### src/hw/rtl/asd_pkg.sv
`default_nettype none
package asd_pkg;

    localparam int MAX_ITEMS = 32;
    localparam int IDX_W     = (MAX_ITEMS > 1) ? $clog2(MAX_ITEMS) : 1;
    localparam int CNT_W     = $clog2(MAX_ITEMS + 1);
    localparam int VAL_W     = 16;

    localparam logic [1:0] CMD_LOAD_A = 2'd0;
    localparam logic [1:0] CMD_LOAD_B = 2'd1;
    localparam logic [1:0] CMD_RUN    = 2'd2;

    typedef enum logic [2:0] {
        S_IDLE,
        S_CHECK,
        S_CMP,
        S_FOUND,
        S_FINAL
    } t_state;

    typedef struct packed {
        logic load_a;
        logic load_b;
        logic start;
        logic next_phase;
        logic j_inc;
        logic next_item;
        logic take_pend;
        logic push_pend;
        logic push_final;
    } t_dp_cmd;

    typedef struct packed {
        logic i_done;
        logic j_past;
        logic match;
        logic pend_valid;
        logic out_free;
        logic sym;
        logic phase;
    } t_dp_stat;

endpackage
`default_nettype wire

### src/hw/rtl/asd_ram.sv
`default_nettype none
module asd_ram #(
    parameter int WIDTH = 16,
    parameter int DEPTH = 32
) (
    input  wire logic                                        i_clk,
    input  wire logic                                        i_we,
    input  wire logic [((DEPTH > 1) ? $clog2(DEPTH) : 1)-1:0] i_waddr,
    input  wire logic [WIDTH-1:0]                            i_wdata,
    input  wire logic [((DEPTH > 1) ? $clog2(DEPTH) : 1)-1:0] i_raddr,
    output logic      [WIDTH-1:0]                            o_rdata
);

    logic [WIDTH-1:0] r_mem [DEPTH];
    logic [WIDTH-1:0] r_rdata;

    always_ff @(posedge i_clk) begin
        if (i_we) begin
            r_mem[i_waddr] <= i_wdata;
        end
        r_rdata <= r_mem[i_raddr];
    end

    assign o_rdata = r_rdata;

endmodule
`default_nettype wire

### src/hw/rtl/asd_ctrl.sv
`default_nettype none
module asd_ctrl
    import asd_pkg::*;
(
    input  wire logic       i_clk,
    input  wire logic       i_rst_n,
    input  wire logic       i_in_valid,
    input  wire logic [1:0] i_cmd,
    input  wire t_dp_stat   i_stat,
    output logic            o_in_ready,
    output t_dp_cmd         o_cmd
);

    t_state r_state;
    t_state n_state;

    always_ff @(posedge i_clk) begin
        if (!i_rst_n) begin
            r_state <= S_IDLE;
        end else begin
            r_state <= n_state;
        end
    end

    always_comb begin
        n_state = r_state;
        unique case (r_state)
            S_IDLE: begin
                if (i_in_valid && i_cmd == CMD_RUN) begin
                    n_state = S_CHECK;
                end
            end
            S_CHECK: begin
                if (!i_stat.i_done) begin
                    n_state = S_CMP;
                end else if (i_stat.phase || !i_stat.sym) begin
                    n_state = S_FINAL;
                end
            end
            S_CMP: begin
                priority if (i_stat.match) begin
                    n_state = S_CHECK;
                end else if (i_stat.j_past) begin
                    n_state = S_FOUND;
                end
            end
            S_FOUND: begin
                if (!i_stat.pend_valid || i_stat.out_free) begin
                    n_state = S_CHECK;
                end
            end
            S_FINAL: begin
                if (i_stat.out_free) begin
                    n_state = S_IDLE;
                end
            end
            default: n_state = S_IDLE;
        endcase
    end

    always_comb begin
        o_cmd      = '0;
        o_in_ready = 1'b0;
        unique case (r_state)
            S_IDLE: begin
                o_in_ready = 1'b1;
                if (i_in_valid) begin
                    o_cmd.load_a = (i_cmd == CMD_LOAD_A);
                    o_cmd.load_b = (i_cmd == CMD_LOAD_B);
                    o_cmd.start  = (i_cmd == CMD_RUN);
                end
            end
            S_CHECK: begin
                if (!i_stat.i_done) begin
                    o_cmd.j_inc = 1'b1;
                end else if (!i_stat.phase && i_stat.sym) begin
                    o_cmd.next_phase = 1'b1;
                end
            end
            S_CMP: begin
                priority if (i_stat.match) begin
                    o_cmd.next_item = 1'b1;
                end else if (!i_stat.j_past) begin
                    o_cmd.j_inc = 1'b1;
                end
            end
            S_FOUND: begin
                if (!i_stat.pend_valid || i_stat.out_free) begin
                    o_cmd.take_pend = 1'b1;
                    o_cmd.push_pend = i_stat.pend_valid;
                    o_cmd.next_item = 1'b1;
                end
            end
            S_FINAL: begin
                o_cmd.push_final = i_stat.out_free;
            end
            default: o_cmd = '0;
        endcase
    end

endmodule
`default_nettype wire

### src/hw/rtl/asd_dp.sv
`default_nettype none
module asd_dp
    import asd_pkg::*;
(
    input  wire logic                    i_clk,
    input  wire logic                    i_rst_n,
    input  wire logic                    i_cfg_we,
    input  wire logic                    i_cfg_wdata,
    input  wire logic signed [VAL_W-1:0] i_value,
    input  wire t_dp_cmd                 i_cmd,
    input  wire logic                    i_out_ready,
    output t_dp_stat                     o_stat,
    output logic                         o_out_valid,
    output logic signed [VAL_W-1:0]      o_value_res,
    output logic                         o_from_b,
    output logic                         o_none,
    output logic                         o_last
);

    logic             r_sym;
    logic [CNT_W-1:0] r_cnt_a;
    logic [CNT_W-1:0] r_cnt_b;
    logic [CNT_W-1:0] r_i;
    logic [CNT_W-1:0] r_j;
    logic             r_phase;

    logic             r_pend_valid;
    logic [VAL_W-1:0] r_pend_value;
    logic             r_pend_from_b;

    logic             r_out_valid;
    logic [VAL_W-1:0] r_out_value;
    logic             r_out_from_b;
    logic             r_out_none;
    logic             r_out_last;

    logic             wr_a;
    logic             wr_b;
    logic [IDX_W-1:0] addr_a;
    logic [IDX_W-1:0] addr_b;
    logic [VAL_W-1:0] q_a;
    logic [VAL_W-1:0] q_b;
    logic [VAL_W-1:0] q_outer;
    logic [VAL_W-1:0] q_inner;
    logic [CNT_W-1:0] cnt_outer;
    logic [CNT_W-1:0] cnt_inner;
    logic             out_free;

    assign wr_a = i_cmd.load_a && (r_cnt_a < CNT_W'(MAX_ITEMS));
    assign wr_b = i_cmd.load_b && (r_cnt_b < CNT_W'(MAX_ITEMS));

    assign addr_a = r_phase ? r_j[IDX_W-1:0] : r_i[IDX_W-1:0];
    assign addr_b = r_phase ? r_i[IDX_W-1:0] : r_j[IDX_W-1:0];

    asd_ram #(.WIDTH(VAL_W), .DEPTH(MAX_ITEMS)) u_ram_a (
        .i_clk   (i_clk),
        .i_we    (wr_a),
        .i_waddr (r_cnt_a[IDX_W-1:0]),
        .i_wdata (i_value),
        .i_raddr (addr_a),
        .o_rdata (q_a)
    );

    asd_ram #(.WIDTH(VAL_W), .DEPTH(MAX_ITEMS)) u_ram_b (
        .i_clk   (i_clk),
        .i_we    (wr_b),
        .i_waddr (r_cnt_b[IDX_W-1:0]),
        .i_wdata (i_value),
        .i_raddr (addr_b),
        .o_rdata (q_b)
    );

    assign q_outer   = r_phase ? q_b : q_a;
    assign q_inner   = r_phase ? q_a : q_b;
    assign cnt_outer = r_phase ? r_cnt_b : r_cnt_a;
    assign cnt_inner = r_phase ? r_cnt_a : r_cnt_b;
    assign out_free  = !r_out_valid || i_out_ready;

    // inner RAM data lags r_j by one: it holds entry r_j - 1
    always_comb begin
        o_stat            = '0;
        o_stat.i_done     = (r_i == cnt_outer);
        o_stat.j_past     = (r_j >= cnt_inner);
        o_stat.match      = (r_j <= cnt_inner) && (q_outer == q_inner);
        o_stat.pend_valid = r_pend_valid;
        o_stat.out_free   = out_free;
        o_stat.sym        = r_sym;
        o_stat.phase      = r_phase;
    end

    always_ff @(posedge i_clk) begin
        if (!i_rst_n) begin
            r_sym        <= 1'b1;
            r_cnt_a      <= '0;
            r_cnt_b      <= '0;
            r_i          <= '0;
            r_j          <= '0;
            r_phase      <= 1'b0;
            r_pend_valid <= 1'b0;
            r_out_valid  <= 1'b0;
        end else begin
            if (i_cfg_we) begin
                r_sym <= i_cfg_wdata;
            end
            if (wr_a) begin
                r_cnt_a <= r_cnt_a + 1'b1;
            end
            if (wr_b) begin
                r_cnt_b <= r_cnt_b + 1'b1;
            end
            if (i_cmd.start || i_cmd.next_phase) begin
                r_i     <= '0;
                r_j     <= '0;
                r_phase <= i_cmd.next_phase;
            end
            if (i_cmd.j_inc) begin
                r_j <= r_j + 1'b1;
            end
            if (i_cmd.next_item) begin
                r_i <= r_i + 1'b1;
                r_j <= '0;
            end
            if (i_cmd.take_pend) begin
                r_pend_valid <= 1'b1;
            end
            if (i_cmd.push_pend || i_cmd.push_final) begin
                r_out_valid <= 1'b1;
            end else if (r_out_valid && i_out_ready) begin
                r_out_valid <= 1'b0;
            end
            if (i_cmd.push_final) begin
                r_pend_valid <= 1'b0;
                r_cnt_a      <= '0;
                r_cnt_b      <= '0;
            end
        end
    end

    always_ff @(posedge i_clk) begin
        if (i_cmd.take_pend) begin
            r_pend_value  <= q_outer;
            r_pend_from_b <= r_phase;
        end
        if (i_cmd.push_pend) begin
            r_out_value  <= r_pend_value;
            r_out_from_b <= r_pend_from_b;
            r_out_none   <= 1'b0;
            r_out_last   <= 1'b0;
        end else if (i_cmd.push_final) begin
            r_out_value  <= r_pend_valid ? r_pend_value : '0;
            r_out_from_b <= r_pend_valid && r_pend_from_b;
            r_out_none   <= !r_pend_valid;
            r_out_last   <= 1'b1;
        end
    end

    assign o_out_valid = r_out_valid;
    assign o_value_res = r_out_value;
    assign o_from_b    = r_out_from_b;
    assign o_none      = r_out_none;
    assign o_last      = r_out_last;

endmodule
`default_nettype wire

### src/hw/rtl/array_symmetric_difference_top.sv
// Two lists A and B of signed 16-bit values, up to MAX_ITEMS each.
// Input channel (i_in_valid / o_in_ready): i_cmd 0 appends i_value to A,
// 1 appends to B, 2 runs; cmd 3 is dropped. Loads into a full list are
// dropped. Loads take one beat per cycle while no run is in progress.
// A run emits on the output channel (o_out_valid / i_out_ready) every
// element of A absent from B, then, with symmetric mode set, every
// element of B absent from A. o_last marks the final beat; an empty
// answer is a single beat with o_none and o_last set. Both counts clear.
// The input is not ready during a run. Per outer element the scan has a
// check step, then compares the inner entries one at a time up to the
// first match (at least one compare), then a found step if the element
// is emitted; the pace is set by the single read port of each list RAM.
// A stalled receiver holds the output register and pauses the scan
// once one further result is pending.
// Reset (i_rst_n low, synchronous) empties both lists, drops any run in
// progress and sets symmetric mode. i_cfg_we writes the mode bit.
`default_nettype none
module array_symmetric_difference_top
    import asd_pkg::*;
(
    input  wire logic                    i_clk,
    input  wire logic                    i_rst_n,
    input  wire logic                    i_cfg_we,
    input  wire logic                    i_cfg_wdata,
    input  wire logic                    i_in_valid,
    output logic                         o_in_ready,
    input  wire logic [1:0]              i_cmd,
    input  wire logic signed [VAL_W-1:0] i_value,
    output logic                         o_out_valid,
    input  wire logic                    i_out_ready,
    output logic signed [VAL_W-1:0]      o_value_res,
    output logic                         o_from_b,
    output logic                         o_none,
    output logic                         o_last
);

    t_dp_cmd  dp_cmd;
    t_dp_stat dp_stat;

    asd_ctrl u_ctrl (
        .i_clk      (i_clk),
        .i_rst_n    (i_rst_n),
        .i_in_valid (i_in_valid),
        .i_cmd      (i_cmd),
        .i_stat     (dp_stat),
        .o_in_ready (o_in_ready),
        .o_cmd      (dp_cmd)
    );

    asd_dp u_dp (
        .i_clk       (i_clk),
        .i_rst_n     (i_rst_n),
        .i_cfg_we    (i_cfg_we),
        .i_cfg_wdata (i_cfg_wdata),
        .i_value     (i_value),
        .i_cmd       (dp_cmd),
        .i_out_ready (i_out_ready),
        .o_stat      (dp_stat),
        .o_out_valid (o_out_valid),
        .o_value_res (o_value_res),
        .o_from_b    (o_from_b),
        .o_none      (o_none),
        .o_last      (o_last)
    );

endmodule
`default_nettype wire

### config.mk
export PLATFORM = sky130hd
export DESIGN_NAME = array_symmetric_difference_top
export DESIGN_NICKNAME = d
export VERILOG_FILES = /design/src/hw/rtl/asd_pkg.sv /design/src/hw/rtl/asd_ram.sv /design/src/hw/rtl/asd_ctrl.sv /design/src/hw/rtl/asd_dp.sv /design/src/hw/rtl/array_symmetric_difference_top.sv
export SDC_FILE = /design/constraint.sdc
export NUM_CORES = 1
export LEC_CHECK = 0
export BUFFER_PORTS_ARGS = -buffer_cell sky130_fd_sc_hd__buf_4
export CAP_MARGIN = 20
export CORE_ASPECT_RATIO = 0.75
export CORE_UTILIZATION = 45
export CTS_CLUSTER_DIAMETER = 30
export CTS_CLUSTER_SIZE = 40
export DETAILED_ROUTE_END_ITERATION = 7
export PLACE_DENSITY = 0.71
export SLEW_MARGIN = 30
export SYNTH_ARGS = -nofsm -noshare
export SYNTH_HDL_FRONTEND = slang
export SYNTH_SLANG_ARGS = --single-unit
export TNS_END_PERCENT = 100
### constraint.sdc
create_clock -name i_clk -period 3.55 [get_ports i_clk]
set_input_delay 0.355 -clock i_clk [delete_from_list [all_inputs] [get_ports i_clk]]
set_output_delay 0.355 -clock i_clk [all_outputs]
set_load 0.05 [all_outputs]
# ---- After elaboration in Yosys (flattened, before gate mapping)
# Memory sizes are Yosys's and may differ from the RTL's. A register that Yosys moved wholly into a read port is not among the register bits.
# Index checks and enable logic that the tools add are counted.
# Widths: inputs -> output; s select.
dict set report totals {
  register_bits 67
  latch_bits 0
  ramBits 1024
  romBits 0
  in_bits 24
  out_inout_bits 21
  word_cells 107
  n_memories 2
}
dict set report op_classes {
  n_addsub 4
  mul 0
  div 0
  magnitude_cmp 4
  n_eq_ne 13
  n_shift 0
  muxes 43
  n_bitwise 1
  n_reduce_logical 25
}
# memory depth width read_ports rd_clocked_by_memory_dff write_ports line_no
set mem_list {}
lappend mem_list {u_dp.u_ram_a.r_mem 32 16 1 1 1 asd_ram.sv:14} ;# logic [WIDTH-1:0] r_mem [DEPTH];
lappend mem_list {u_dp.u_ram_b.r_mem 32 16 1 1 1 asd_ram.sv:14}
# cell n
set op_table {}
lappend op_table {{$mux 16} 5}
lappend op_table {{$mux 3} 10}
lappend op_table {{$mux 6} 5}
lappend op_table {{$add 6x1->6 const B} 4}
lappend op_table {{$mux 1} 17}
lappend op_table {{$eq 16x16->1} 1}
lappend op_table {{$pmux 3 s5} 1}
lappend op_table {{$lt 6x6->1 const B} 2}
lappend op_table {{$mux 5} 2}
lappend op_table {{$reduce_bool 2->1} 4}
lappend op_table {{$logic_and 1x1->1} 7}
lappend op_table {{$eq 3x2->1 const B} 2}
lappend op_table {{$eq 6x6->1} 1}
lappend op_table {{$ge 6x6->1} 1}
lappend op_table {{$le 6x6->1} 1}
lappend op_table {{$ne 2x1->1 const B} 3}
lappend op_table {{$logic_or 1x1->1} 5}
lappend op_table {{$reduce_and 5->1} 1}
lappend op_table {{$logic_not 1->1} 4}
lappend op_table {{$pmux 1 s2} 2}
lappend op_table {{$reduce_or 2->1} 2}
lappend op_table {{$eq 3x1->1 const B} 1}
lappend op_table {{$eq 3x3->1 const B} 1}
lappend op_table {{$logic_not 3->1} 1}
lappend op_table {{7 further kinds} 7}

# ---- Longest topological paths before layout
dict set report logic_depth {
  depth_word 8
  mapped_depth 15
  ltp_nobuf 10
}

# ---- Cells and area by module
# From an unflattened synthesis, not the netlist that was laid out.
dict set report hier_totals {
  hier_cells 2615
  area_unflattened_um2 44681.6
}
# mod n_inst cells_per_inst area_each_um2 seq_area_each_um2
set modules_own_cells {}
lappend modules_own_cells {asd_ram 2 1143 20535.9 15695.1}
lappend modules_own_cells {asd_dp 1 289 3256.9 1621.6}
lappend modules_own_cells {asd_ctrl 1 40 352.8 60.1}

# ---- Worst setup path before layout
# OpenSTA, ideal clock, no wires.
dict set report synth_timing {
  path_type {register to register}
  start {register u_ctrl.r_state[2]}
  end {memory u_dp.u_ram_b.r_mem[29][0], enable pin}
  setup_time_ns 0.388
  t_arrival_ns 2.881
  required_time_ns 3.162
  slack_ns 0.280
  path_stages_with_launch 7
  n_path_buf 1
  period_less_slack_ns 3.270
  cell_sequence {dfxtp_1 > buf_2 > nor3_2 > nand3b_1 > nor3b_2 > nand2_1 > nor2_1}
}
dict set report synth_via {
  elab_chain_cells 5
}
# item line_no
set synth_rtl {}
lappend synth_rtl {{start: declaration} asd_ctrl.sv:14} ;# t_state r_state;
lappend synth_rtl {{start signal: assignment} asd_ctrl.sv:21} ;# r_state <= n_state;
lappend synth_rtl {{$logic_not 3->1} asd_ctrl.sv:64} ;# unique case (r_state)
lappend synth_rtl {{$mux 3} asd_ctrl.sv:64}
lappend synth_rtl {{$logic_and 1x1->1} asd_dp.sv:50} ;# assign wr_b = i_cmd.load_b && (r_cnt_b < CNT_W'(MAX_ITEMS));
lappend synth_rtl {{$mux 1} asd_ram.sv:18} ;# if (i_we) begin
lappend synth_rtl {{$mux 1 (implied by the code)} asd_ram.sv:19} ;# r_mem[i_waddr] <= i_wdata;
lappend synth_rtl {{end: declaration} asd_ram.sv:14}
# No other way between the ends.

# ---- Worst setup path after layout
dict set report layout_timing {
  start {register u_dp.r_phase}
  end {register u_dp.r_j[0]}
}
dict set report layout_via {
  elab_chain_cells 7
  word_cells_on_any_way 24
  cone_classes {2 x order compare; 2 x eq/ne; 14 x mux; 6 x reduce/logical}
}
# item line_no
set layout_rtl {}
lappend layout_rtl {{start: declaration} asd_dp.sv:25} ;# logic r_phase;
lappend layout_rtl {{start signal: assignment} asd_dp.sv:114} ;# r_phase <= i_cmd.next_phase;
lappend layout_rtl {{parallel branches: the longest is 7 deep, another holds $ge 6x6->1} --}
lappend layout_rtl {{end signal: assignment} asd_dp.sv:117} ;# r_j <= r_j + 1'b1;
lappend layout_rtl {{end: declaration} asd_dp.sv:24} ;# logic [CNT_W-1:0] r_j;
# Parallel ways; which one is timed is not known.
# A chain may end at the register's enable or synchronous reset.

==> flow_metrics.tcl <==
set metrics [dict create \
    grt_pass1_vias 23400 \
    maxClockFrequency_mhz 327 \
    r2r_setup_slack_ns 0.50 \
    cp.buffers_inverters 1 \
    max_cap_viol_count 0 \
    peakVddDrop_uv 452 \
    finalHoldViolCount 0 \
    grt_remaining_overflow 0 \
    cts-htree-levels 4 \
    tritoncts "done" \
    grt_use_total_pct 21.5 \
    fp-row-count 98 \
    number_of_buffers_inserted_to_repair_setup_after_cts 0 \
    dieArea_mm2 0.0986 \
    antenna_found_initial 4 \
    cts_resized 0 \
    share_of_cells_above_drive_strength_1_pct 27.8 \
    hold_class "in2reg" \
    synthesized_area_divided_by_synthesized_cell_count_um2 18.7 \
    max_stage_delay_ns 0.56 \
    rr_endpoint "u_dp.r_j[0]" \
    floorplan.initialDensity_pct 45.7 \
    cellPowerDensity_mw_per_mm2 628 \
    clock-skew-final_ns 0.0414 \
    synth_area_mm2 0.0438 \
    fin_tns_setup_ns 0 \
    run_status "finished, final reports clean" \
    min_from "i_out_ready" \
    yosysUniqueCellTypes 49 \
    hpwl_after_dpl_um 60700 \
    layout.filler_cells 7214 \
    layout_setup_ws_ns 0.496 \
    drc_errors_left 0 \
    multi_input_comb_area_mm2 0.0102 \
    drt-wirelength-per-cell_um 26.4 \
    worst_setup_path_end_kind "register" \
    clk-insertion-delay-late_ns 0.73 \
    dpl_worst_slack_ns 0.559 \
    synth_sequential_area_ratio_pct 75.5 \
    clk_pin_slew_worst_paths_ns 0.05 \
    synth-warning-count 0 \
    worstHoldEndpoint "u_dp.o_out_valid" \
    start_kind "register" \
    cellLeakagePower_nw 17.5 \
    period_minus_slack_ns 3.05 \
    cp.arrival_ns 3.68 \
    hold_buffers 4 \
    timing.final.crit_share_pct 86.0 \
    synth_fp_nets 2378 \
    timing.critical_path.mode_cell "sky130_fd_sc_hd__a21oi_1" \
    core-area_mm2 0.0959 \
    floorplan.die.width_um 362 \
    area_growth_syn_to_layout_pct 18.7 \
    rsz0062_at_grt "no" \
    asyncSetResetFlopFracSynth_pct 0 \
    synthCells 2338 \
    cp.required_ns 4.17 \
    clockBufferDepth 3 \
    floorplan.io_pins 45 \
    design.final.nets 2589 \
    postSynth.topFlopCell "sky130_fd_sc_hd__edfxtp_1" \
    antenna_left 0 \
    crit-reg2reg-launch "u_dp.r_phase" \
    standard_cell_with_the_maximum_stage_delay_on_the_critical_path "sky130_fd_sc_hd__dfxtp_2" \
    numPortBuffers 44 \
    register_bit_total_from_synthesis 1123 \
    worst_pin_slew_ns 0.876 \
    worstHoldPathCells 3 \
    root_buffer "sky130_fd_sc_hd__clkbuf_16" \
    crit_path_max_fanout 38 \
    critPathTopFamily "compound AO/OA/AOI/OAI gates" \
    timing.max_slew.rel_slack_pct 41.6 \
    grt_max_degree 65 \
    rr_worst_depth 10 \
    place.gp.congestion 0.865 \
    report.final.setup_viol 0 \
    wirelength_um 105000 \
    via_per_inst 5.86 \
    synth-edff-count 1058 \
    worst_hold_slack_ns 0.0521 \
    detail_route.first_pass.iterations 6 \
    worstPathCellList "buf_12, mux2i_1, ha_1, a21oi_1, o21ai_0, o22a_1, o21ai_1, a21boi_4, a21oi_1, a211oi_1" \
    drt_first_iter_violations 2850 \
    grt_first_pass_wirelength_um 154000 \
    critical_setup_path_class "reg2reg" \
    finalMaxSlewViolations 0 \
    register_area_mm2 0.0331 \
    routed-via-count 23400 \
    die_h_um 272 \
    numClockSinks 1123 \
    tritoncts.num_buffers 159 \
]
[synth_stat cells (3+ instances only)]
library cell | n | area (µm²)
sky130_fd_sc_hd__nand4_1 | 8 | 50.1
sky130_fd_sc_hd__mux2_2 | 20 | 225
sky130_fd_sc_hd__a31oi_1 | 6 | 37.5
sky130_fd_sc_hd__mux4_2 | 256 | 5770
sky130_fd_sc_hd__nand3b_1 | 9 | 67.6
sky130_fd_sc_hd__edfxtp_1 | 1058 | 31800
sky130_fd_sc_hd__and2_1 | 17 | 106
sky130_fd_sc_hd__nand3_1 | 177 | 886
sky130_fd_sc_hd__buf_2 | 36 | 180
sky130_fd_sc_hd__dfxtp_1 | 65 | 1300
sky130_fd_sc_hd__or3_1 | 6 | 37.5
sky130_fd_sc_hd__buf_1 | 7 | 26.3
sky130_fd_sc_hd__nor2b_1 | 5 | 31.3
sky130_fd_sc_hd__or3b_2 | 3 | 26.3
sky130_fd_sc_hd__buf_4 | 28 | 210
sky130_fd_sc_hd__clkbuf_1 | 53 | 199
sky130_fd_sc_hd__a211oi_1 | 3 | 22.5
sky130_fd_sc_hd__xnor2_1 | 5 | 43.8
sky130_fd_sc_hd__o21ai_1 | 34 | 170
sky130_fd_sc_hd__nor4_1 | 4 | 25.0
sky130_fd_sc_hd__a311oi_1 | 3 | 26.3
sky130_fd_sc_hd__nand2_1 | 318 | 1190
sky130_fd_sc_hd__nand2b_1 | 4 | 25.0
sky130_fd_sc_hd__ha_1 | 16 | 200
sky130_fd_sc_hd__xor2_1 | 26 | 228
sky130_fd_sc_hd__o21ai_0 | 3 | 15.0
sky130_fd_sc_hd__mux2i_1 | 25 | 250
sky130_fd_sc_hd__a21oi_1 | 11 | 55.1
sky130_fd_sc_hd__nor2_1 | 99 | 372
sky130_fd_sc_hd__inv_1 | 7 | 26.3
[cell families (layout without fill, tap and decap cells)]
family,Yosys count,after routing,synth area share (%)
compound gates,68,68,0.923
xor+xnor,31,31,0.620
fa+ha+maj,16,16,0.457
buf+inv,134,479,1.51
flops,1123,1123,75.5
mux,301,301,14.3
other cells,0,1,0
simple gates,665,665,6.71
[cell usage in the layout, fill, tap and decap left out, types with 4 or more instances in the layout]
| cell type | netlist | routed |
|---|---|---|
| sky130_fd_sc_hd__inv_1 | 7 | 7 |
| sky130_fd_sc_hd__nand4_1 | 8 | 8 |
| sky130_fd_sc_hd__clkinv_8 | 0 | 8 |
| sky130_fd_sc_hd__nor4_1 | 4 | 4 |
| sky130_fd_sc_hd__nor2b_1 | 5 | 5 |
| sky130_fd_sc_hd__nand3b_1 | 9 | 9 |
| sky130_fd_sc_hd__clkbuf_16 | 0 | 163 |
| sky130_fd_sc_hd__nand3_1 | 177 | 177 |
| sky130_fd_sc_hd__nand2_1 | 318 | 318 |
| sky130_fd_sc_hd__inv_8 | 0 | 6 |
| sky130_fd_sc_hd__clkinv_1 | 1 | 10 |
| sky130_fd_sc_hd__and2_1 | 17 | 17 |
| sky130_fd_sc_hd__nand2b_1 | 4 | 4 |
| sky130_fd_sc_hd__dfxtp_1 | 65 | 64 |
| sky130_fd_sc_hd__edfxtp_1 | 1058 | 1058 |
| sky130_fd_sc_hd__buf_12 | 0 | 16 |
| sky130_fd_sc_hd__mux2_2 | 20 | 20 |
| sky130_fd_sc_hd__o21ai_1 | 34 | 34 |
| sky130_fd_sc_hd__buf_4 | 28 | 155 |
| sky130_fd_sc_hd__inv_6 | 0 | 25 |
| sky130_fd_sc_hd__clkinvlp_4 | 0 | 23 |
| sky130_fd_sc_hd__mux2i_1 | 25 | 15 |
| sky130_fd_sc_hd__xnor2_1 | 5 | 5 |
| sky130_fd_sc_hd__dlygate4sd3_1 | 0 | 4 |
| sky130_fd_sc_hd__nor2_1 | 99 | 99 |
| sky130_fd_sc_hd__mux4_2 | 256 | 256 |
| sky130_fd_sc_hd__clkinv_4 | 0 | 10 |
| sky130_fd_sc_hd__clkinv_2 | 0 | 17 |
| sky130_fd_sc_hd__clkbuf_1 | 53 | 12 |
| sky130_fd_sc_hd__mux2i_4 | 0 | 9 |
| sky130_fd_sc_hd__a31oi_1 | 6 | 6 |
| sky130_fd_sc_hd__a21oi_1 | 11 | 11 |
| sky130_fd_sc_hd__or3_1 | 6 | 6 |
| sky130_fd_sc_hd__ha_1 | 16 | 16 |
| sky130_fd_sc_hd__xor2_1 | 26 | 26 |
| sky130_fd_sc_hd__bufinv_16 | 0 | 18 |
[layer usage]
metal | GRT usage (%) | routed length (µm)
met5 | 0 | 36
met4 | 6.52 | 2470
met3 | 5.92 | 11700
met2 | 31.9 | 47900
met1 | 31.1 | 43000
[worst min-delay path: cells and delay by family]
kind	cells	cell delay, ns
AO/OA/AOI/OAI	1	0.08
AND/OR/NAND/NOR	1	0.17
buffers and inverters	1	0.10
[layout make-up]
type	instances	share of cell area, %
Antenna cell	1	0.00481
Clock inverter	118	2.69
Timing Repair Buffer	175	2.93
Sequential cell	1123	63.6
Tap cell	1300	3.13
Clock buffer	177	7.99
Multi-Input combinational cell	1081	19.6
Inverter	9	0.0650
[flip-flops by register name, indices dropped and copies added (netlist names)]
name                  cells
u_dp.o_from_b             1
u_dp.o_none               1
u_dp.u_ram_b.o_rdata     16
u_dp.o_out_valid          1
u_dp.r_pend_from_b        1
u_dp.r_pend_valid         1
u_dp.u_ram_a.r_mem      512
u_ctrl.r_state            3
u_dp.u_ram_b.r_mem      512
u_dp.r_cnt_b              6
u_dp.r_j                  6
u_dp.r_i                  6
u_dp.r_sym                1
u_dp.o_value_res         16
u_dp.r_phase              1
u_dp.o_last               1
u_dp.r_cnt_a              6
u_dp.r_pend_value        16
u_dp.u_ram_a.o_rdata     16
[how the worst max path moves through the flow]
| stage | startpoint | end | cells after the start |
|---|---|---|---|
| floorplan | u_ctrl.r_state[2] | u_dp.u_ram_b.r_mem[29][0] | 6 |
| global placement | u_dp.r_phase | u_dp.r_i[2] | 11 |
| detailed placement | u_dp.r_phase | u_dp.r_j[0] | 10 |
| CTS | u_dp.r_phase | u_dp.r_j[0] | 10 |
| global route | u_dp.r_phase | u_dp.r_j[0] | 10 |
| finish | u_dp.r_phase | u_dp.r_j[0] | 10 |
[power by group]
| part | internal, mW | total, mW | switching [mW] | leakage, nW |
|---|---|---|---|---|
| sequential | 14.6 | 14.8 | 0.136 | 10.1 |
| combinational | 0.745 | 1.83 | 1.08 | 4.78 |
| clock | 9.94 | 16.1 | 6.12 | 2.64 |
| total | 25.3 | 32.7 | 7.34 | 17.5 |
[metrics by stage]
step | area [µm²] | util, % | instances | total power [mW]
after floorplan | 43800 | - | 2338 | 16.1
after global placement | 46400 | 48.4 | 3684 | 16.8
after detailed placement | 46400 | 48.4 | 3684 | 16.8
after CTS | 52000 | 54.2 | 3983 | 32.8
after global routing | 52000 | 54.2 | 3983 | 33.5
final | 52000 | 54.2 | 3984 | 32.7
No activity file was read; power rests on OpenSTA's default activity.
